## config.mk

```make
export PLATFORM = sky130hd
export DESIGN_NAME = byte_stream_crc32_fnv1a64
export DESIGN_NICKNAME = d
export VERILOG_FILES = /design/src/hdl/bscf_pkg.sv /design/src/hdl/byte_stream_crc32_fnv1a64.sv
export VERILOG_INCLUDE_DIRS = /design/src /design/src/hdl
export SDC_FILE = /design/constraint.sdc
export NUM_CORES = 1
export LEC_CHECK = 0
export BUFFER_PORTS_ARGS = -buffer_cell sky130_fd_sc_hd__buf_2
export CAP_MARGIN = 20
export CORE_ASPECT_RATIO = 0.5
export CORE_UTILIZATION = 30
export DETAILED_ROUTE_END_ITERATION = 7
export PLACE_DENSITY_LB_ADDON = 0.12
export SLEW_MARGIN = 20
export SYNTH_ARGS = -nofsm -noshare
export SYNTH_HDL_FRONTEND = slang
export SYNTH_SLANG_ARGS = --single-unit
```

## constraint.sdc

```tcl
create_clock -name clk -period 8.83 [get_ports clk]
set_input_delay 0.883 -clock clk [delete_from_list [all_inputs] [get_ports clk]]
set_output_delay 0.883 -clock clk [all_outputs]
set_load 0.05 [all_outputs]
```

## src/hdl/byte_stream_crc32_fnv1a64_macros.svh

```systemverilog
// Assertion macros for the byte stream checksum block.
`ifndef BYTE_STREAM_CRC32_FNV1A64_MACROS_SVH
`define BYTE_STREAM_CRC32_FNV1A64_MACROS_SVH

`ifndef SYNTHESIS

`define BSCF_ASSERT(label, clk, rst_n, prop) \
    label: assert property (@(posedge clk) disable iff (!rst_n) prop) \
        else $error("bscf assertion failed");

`define BSCF_ASSERT_ALWAYS(label, clk, prop) \
    label: assert property (@(posedge clk) prop) \
        else $error("bscf assertion failed");

`else

`define BSCF_ASSERT(label, clk, rst_n, prop)

`define BSCF_ASSERT_ALWAYS(label, clk, prop)

`endif

`endif

```

## src/hdl/bscf_pkg.sv

```systemverilog
`default_nettype none

package bscf_pkg;

    localparam int COUNT_BITS = 48;
    localparam int TOTAL_BITS = 48;
    localparam int FNV_BITS   = 64;
    localparam int CRC_BITS   = 32;
    localparam int OUT_BITS   = TOTAL_BITS + FNV_BITS + CRC_BITS;

    localparam logic [FNV_BITS-1:0]   FNV_BASIS = 64'hCBF2_9CE4_8422_2325;
    localparam logic [FNV_BITS-1:0]   FNV_PRIME = 64'h0000_0100_0000_01B3;
    localparam logic [CRC_BITS-1:0]   CRC_POLY  = 32'hEDB8_8320;
    localparam logic [CRC_BITS-1:0]   CRC_INIT  = 32'hFFFF_FFFF;
    localparam logic [COUNT_BITS-1:0] COUNT_MAX = {COUNT_BITS{1'b1}};
    localparam logic [TOTAL_BITS-1:0] TOTAL_MAX = {TOTAL_BITS{1'b1}};

    // Reflected CRC-32 update by one byte, one bit per step.
    function automatic logic [CRC_BITS-1:0] crc_fold_byte(
        input logic [CRC_BITS-1:0] crc,
        input logic [7:0]          b
    );
        logic [CRC_BITS-1:0] v;
        v = crc ^ {24'd0, b};
        for (int k = 0; k < 8; k++)
        begin
            v = v[0] ? (CRC_POLY ^ (v >> 1)) : (v >> 1);
        end
        return v;
    endfunction

    // FNV-1a step. The prime is 2^40 + 0x1B3, so the product is a sum of shifts.
    function automatic logic [FNV_BITS-1:0] fnv_fold_byte(
        input logic [FNV_BITS-1:0] h,
        input logic [7:0]          b
    );
        logic [FNV_BITS-1:0] x;
        x = h ^ {56'd0, b};
        return x + (x << 1) + (x << 4) + (x << 5) + (x << 7) + (x << 8) + (x << 40);
    endfunction

    function automatic logic [TOTAL_BITS-1:0] count_to_total(
        input logic [COUNT_BITS-1:0] c
    );
        logic [63:0] w;
        w = 64'(c);
        if (w > 64'(TOTAL_MAX))
        begin
            w = 64'(TOTAL_MAX);
        end
        return w[TOTAL_BITS-1:0];
    endfunction

endpackage

`default_nettype wire

```

## src/hdl/byte_stream_crc32_fnv1a64.sv

```systemverilog
// Channel   Direction  tdata                       tuser          tlast
// s_axis    in         data_byte                   byte_present   end_of_blob
// m_axis    out        total_bytes, fnv, crc       -              -
//
// One input transaction is taken every cycle unless a stalled output holds it back;
// the work for a byte is done combinationally between the input register and the
// running state registers, and a blob's result then goes to the m_axis output register.
// The reset is asynchronous and active low; it clears the valid flags and the state.
// A stalled output only holds back input when the item waiting in the input register
// ends a blob; bytes inside a blob keep flowing.
`default_nettype none

`include "byte_stream_crc32_fnv1a64_macros.svh"

module byte_stream_crc32_fnv1a64
    import bscf_pkg::*;
(
    input  wire logic                clk,
    input  wire logic                rst_n,
    input  wire logic                s_axis_tvalid,
    output logic                     s_axis_tready,
    input  wire logic [7:0]          s_axis_tdata,  // [7:0] data_byte
    input  wire logic [0:0]          s_axis_tuser,  // [0] byte_present
    input  wire logic                s_axis_tlast,
    output logic                     m_axis_tvalid,
    input  wire logic                m_axis_tready,
    output logic [OUT_BITS-1:0]      m_axis_tdata   // [47:0] total_bytes,
                                                    // [111:48] fnv_digest,
                                                    // [143:112] crc_digest
);

    logic                  in_valid_reg;
    logic [7:0]            in_byte_reg;
    logic                  in_present_reg;
    logic                  in_last_reg;

    logic [CRC_BITS-1:0]   crc_reg;
    logic [FNV_BITS-1:0]   fnv_reg;
    logic [COUNT_BITS-1:0] count_reg;

    logic                  out_valid_reg;
    logic [OUT_BITS-1:0]   out_data_reg;

    logic                  in_go;
    logic [CRC_BITS-1:0]   crc_next;
    logic [FNV_BITS-1:0]   fnv_next;
    logic [COUNT_BITS-1:0] count_next;
    logic [FNV_BITS-1:0]   fnv_digest;

    assign in_go = in_valid_reg && (!in_last_reg || !out_valid_reg || m_axis_tready);
    assign s_axis_tready = !in_valid_reg || in_go;

    always_comb
    begin
        crc_next   = crc_reg;
        fnv_next   = fnv_reg;
        count_next = count_reg;
        if (in_present_reg)
        begin
            crc_next = crc_fold_byte(crc_reg, in_byte_reg);
            fnv_next = fnv_fold_byte(fnv_reg, in_byte_reg);
            if (count_reg != COUNT_MAX)
            begin
                count_next = count_reg + COUNT_BITS'(1);
            end
        end
        fnv_digest = (fnv_next == '0) ? FNV_PRIME : fnv_next;
    end

    always_ff @(posedge clk or negedge rst_n)
    begin
        if (!rst_n)
        begin
            in_valid_reg  <= 1'b0;
            out_valid_reg <= 1'b0;
            crc_reg       <= CRC_INIT;
            fnv_reg       <= FNV_BASIS;
            count_reg     <= '0;
        end
        else
        begin
            if (s_axis_tready)
            begin
                in_valid_reg <= s_axis_tvalid;
            end

            if (in_go)
            begin
                if (in_last_reg)
                begin
                    crc_reg   <= CRC_INIT;
                    fnv_reg   <= FNV_BASIS;
                    count_reg <= '0;
                end
                else
                begin
                    crc_reg   <= crc_next;
                    fnv_reg   <= fnv_next;
                    count_reg <= count_next;
                end
            end

            if (in_go && in_last_reg)
            begin
                out_valid_reg <= 1'b1;
            end
            else if (m_axis_tready)
            begin
                out_valid_reg <= 1'b0;
            end
        end
    end

    always_ff @(posedge clk)
    begin
        if (s_axis_tready && s_axis_tvalid)
        begin
            in_byte_reg    <= s_axis_tdata;
            in_present_reg <= s_axis_tuser[0];
            in_last_reg    <= s_axis_tlast;
        end
        if (in_go && in_last_reg)
        begin
            out_data_reg <= {crc_next ^ CRC_INIT, fnv_digest, count_to_total(count_next)};
        end
    end

    assign m_axis_tvalid = out_valid_reg;
    assign m_axis_tdata  = out_data_reg;

    `BSCF_ASSERT(a_state_restart, clk, rst_n,
        (in_go && in_last_reg) |=>
            (crc_reg == CRC_INIT && fnv_reg == FNV_BASIS && count_reg == '0))
    `BSCF_ASSERT(a_idle_item_keeps_state, clk, rst_n,
        (in_go && !in_present_reg && !in_last_reg) |=>
            ($stable(crc_reg) && $stable(fnv_reg) && $stable(count_reg)))
    `BSCF_ASSERT(a_byte_counted, clk, rst_n,
        (in_go && in_present_reg && !in_last_reg) |=> (count_reg != '0))
    `BSCF_ASSERT(a_digest_nonzero, clk, rst_n,
        out_valid_reg |-> (out_data_reg[TOTAL_BITS+FNV_BITS-1:TOTAL_BITS] != '0))
    `BSCF_ASSERT_ALWAYS(a_reset_clears_valid, clk,
        !rst_n |=> (!out_valid_reg && !in_valid_reg))

endmodule

`default_nettype wire

```

==> metrics.md <==
| Metric | Value |
|---|---|
| Overall overflow remaining after global route | `0` |
| Crit. End Element | `flip-flop` |
| Routed wire length | `83100 um` |
| Clock net sink count | `300` |
| Number of slew-limit violations in the final report | `0` |
| EDFF count, synth | `154` |
| Peak Freq | `123 MHz` |
| Highest-count cells in the layout ignoring fill and taps | `359 x sky130_fd_sc_hd__inv_1, 248 x sky130_fd_sc_hd__fa_1, 173 x sky130_fd_sc_hd__nand2_1, 158 x sky130_fd_sc_hd__buf_2, 154 x sky130_fd_sc_hd__edfxtp_1` |
| Flip-flop count of the largest register, all copies and words added | `144` |
| Number of antenna violations at the first check in global routing | `1` |
| Dpl hpwl | `63000 um` |
| Final Cycle Share | `0.919` |
| Total of warnings raised by yosys | `0` |
| Routed length per placed instance | `23.0 um` |
| Ratio of routed vias to standard cells | `4.98` |
| Shortest clock period the worst path allows after layout | `8110 ps` |
| Detailed-router iteration count before antenna repair | `5` |
| Nets in the synthesized netlist | `2757` |
| Die footprint | `83200 um^2` |
| Synth unique cells | `91` |
| Max-Cap Viols | `0` |
| # fillers | `8211` |
| Clk_lat worst skew | `590 ps` |
| Maximum buffer depth of the clock tree | `3` |
| Unrepaired setup endpoints after global routing | `false` |
| Area added between synthesis and finish | `12.9%` |
| Most common library cell in the layout ignoring fill and taps | `sky130_fd_sc_hd__inv_1` |
| Least-Margin Pin Slew | `1120 ps` |
| Synthesized area per cell | `10.3 um^2` |
| Critical path type | `flip-flop to flip-flop` |
| Total negative setup slack | `0 ps` |
| Gate Count Post-Synth | `2385` |
| Core box area | `80300 um^2` |
| Syn Std Cell Area | `24600 um^2` |
| Critical path data arrival time | `8540 ps` |
| Fin nets | `2875` |
| Outcome | `complete, no violations` |
| Top Ports | `160` |
| CTS tree | `yes` |
| Initial core utilization | `0.306` |
| Via count of the first global-routing pass | `18700` |
| Post-CTS resize count | `0` |
| Worst rel slew slack | `0.251` |
| Maximum number of pins on one net before global-route repair | `146` |
| Post-CTS clock slew at the launch and capture registers of the worst setup and hold paths | `60 ps` |
| GR Util All Layers | `0.205` |
| Critical Path Source Type | `flip-flop` |
| Min-delay worst type | `input pin to async pin` |
| Buf/Inv on CP | `3` |
| Storage cell area | `8350 um^2` |
| Hold Violations, Final | `0` |
| Biggest cell delay along the critical path | `890 ps` |
| First-iteration detailed-routing DRC count | `1249` |
| Worst clock skew | `32.8 ps` |
| Std-Cell Rows | `73` |
| Cell chain of the critical path | `xor2_2 > inv_1 > fa_1 > fa_1 > inv_1 > ha_1 > ha_1 > ha_1 > inv_1 > fa_1 > nor2b_4 > o31a_4 > o2111ai_4 > a311oi_1 > nand2_1 > a21oi_1 > o211ai_1 > or4_1 > nor4_2 > nand4_2 > o21ai_1` |
| Final number of setup-violating endpoints | `0` |
| H-Tree Level Count | `2` |
| Top delay family on crit path | `adder cells` |
| Gp weighted congestion | `0.914` |
| Worst path slowest cell | `sky130_fd_sc_hd__a311oi_1` |
| Data required, critical path | `9250 ps` |
| First-pass GRT wire length | `126000 um` |
| Count of nets left with antenna violations after detail routing | `0` |
| Area used by multi-input combinational logic | `14500 um^2` |
| Non-filler cells, final | `3619` |
| Dpl cells | `3553` |
| TritonCTS buffer count | `35` |
| Count of port buffers added during placement | `159` |
| Share of cells above drive strength 1 | `0.140` |
| Share of the yosys chip area belonging to registers | `0.340` |
| DRC violations left | `0` |
| Chip height | `204 um` |
| Fraction of registers with async set/reset | `0.487` |
| Setup repair bufs after CTS | `0` |
| Die X-Extent | `407 um` |
| Buffer type at the clock tree root | `sky130_fd_sc_hd__clkbuf_16` |
| Number of synthesized register bits | `300` |
| Via count | `18000` |
| Top FF cell, synth | `sky130_fd_sc_hd__edfxtp_1` |
| Number of buffers inserted for hold repair after clock tree synthesis | `0` |
| Largest fanout on the critical path | `7` |
==> per-layer routing <==
metal  global-route usage  up-vias  share of wire
li1                     -     8392              -
met1                0.287     9186           0.47
met2                0.319      371           0.45
met3               0.0435       90          0.056
met4               0.0529        0          0.024
met5                    0        -              0
==> final cells by class <==
cell class,instances,share of cell area
Multi-Input combinational cell,1627,0.523
Antenna cell,2,0.000180
Clock buffer,42,0.0329
Clock inverter,22,0.00969
Inverter,360,0.0487
Sequential cell,300,0.301
Timing Repair Buffer,179,0.0352
Tap cell,1087,0.0490
==> worst paths after layout <==
kind | start | endpoint | slack (ps) | cells past startpoint
min in group clk | s_axis_tuser | in_present_reg$_DFFE_PP_ | 480 | 1
min reg2reg | fnv_reg[2]$_DFFE_PN1P_ | fnv_reg[2]$_DFFE_PN1P_ | 500 | 2
max reg2reg | in_byte_reg[4]$_DFFE_PP_ | m_axis_tdata[55]$_SDFFCE_PN1P_ | 720 | 21
max | in_byte_reg[4]$_DFFE_PP_ | m_axis_tdata[55]$_SDFFCE_PN1P_ | 720 | 21
max in group asynchronous | rst_n | count_reg[39]$_DFFE_PN0P_ | 6560 | 3
min | rst_n | fnv_reg[36]$_DFFE_PN0P_ | 280 | 1
==> stage by stage <==
step	instance area (um^2)	utilization	setup slack, ps	hold WS [ps]
finish	27700	0.346	716	280
global route	27700	0.346	473	278
CTS	27700	0.346	984	239
detailed placement	26600	0.331	1000	488
global placement	26600	0.331	597	481
floorplan	24600	-	927	467
==> synth_stat cells (all sizes together) (16+ instances only) <==
library cell  count  area (um^2)
o21a             16          120
edfxtp          154         4620
ha              110         1380
clkbuf           72          270
fa              248         4960
a211oi           19          158
dfstp            60         1580
o22a             23          201
mux2i            32          320
mux2             26          293
nand2           175          657
a21o             16          120
nand4            40          256
o21ai           127          647
nor2            110          415
xor2             68          596
nand3            44          220
a22o             39          342
and3             24          150
buf              26          120
inv             360         1350
o31ai            21          158
dfrtp            86         2150
nor3             31          155
xnor2           104          918
a21oi           147          743
==> cells by family after synthesis <==
group / after synthesis / synth area share
AOI/OAI and AO/OA: 517 / 0.140
xor gates and xnor gates: 173 / 0.0625
adders and majority gates: 358 / 0.258
buffers and inverters: 458 / 0.0708
DFF: 300 / 0.340
muxes: 58 / 0.0249
and+or+nand+nor: 521 / 0.104
==> worst reg2reg max path, cell delays in order (launching register included) <==
cell	delay, ps
sky130_fd_sc_hd__edfxtp_1	470
sky130_fd_sc_hd__xor2_2	670
sky130_fd_sc_hd__inv_1	380
sky130_fd_sc_hd__fa_1	590
sky130_fd_sc_hd__fa_1	500
sky130_fd_sc_hd__inv_1	50
sky130_fd_sc_hd__ha_1	270
sky130_fd_sc_hd__ha_1	280
sky130_fd_sc_hd__ha_1	200
sky130_fd_sc_hd__inv_1	80
sky130_fd_sc_hd__fa_1	500
sky130_fd_sc_hd__nor2b_4	170
sky130_fd_sc_hd__o31a_4	220
sky130_fd_sc_hd__o2111ai_4	190
sky130_fd_sc_hd__a311oi_1	890
sky130_fd_sc_hd__nand2_1	300
sky130_fd_sc_hd__a21oi_1	220
sky130_fd_sc_hd__o211ai_1	220
sky130_fd_sc_hd__or4_1	590
sky130_fd_sc_hd__nor4_2	570
sky130_fd_sc_hd__nand4_2	390
sky130_fd_sc_hd__o21ai_1	240
Power is not shown: default switching activity piles up to over one toggle a cycle in this logic, so the estimate is an artifact.
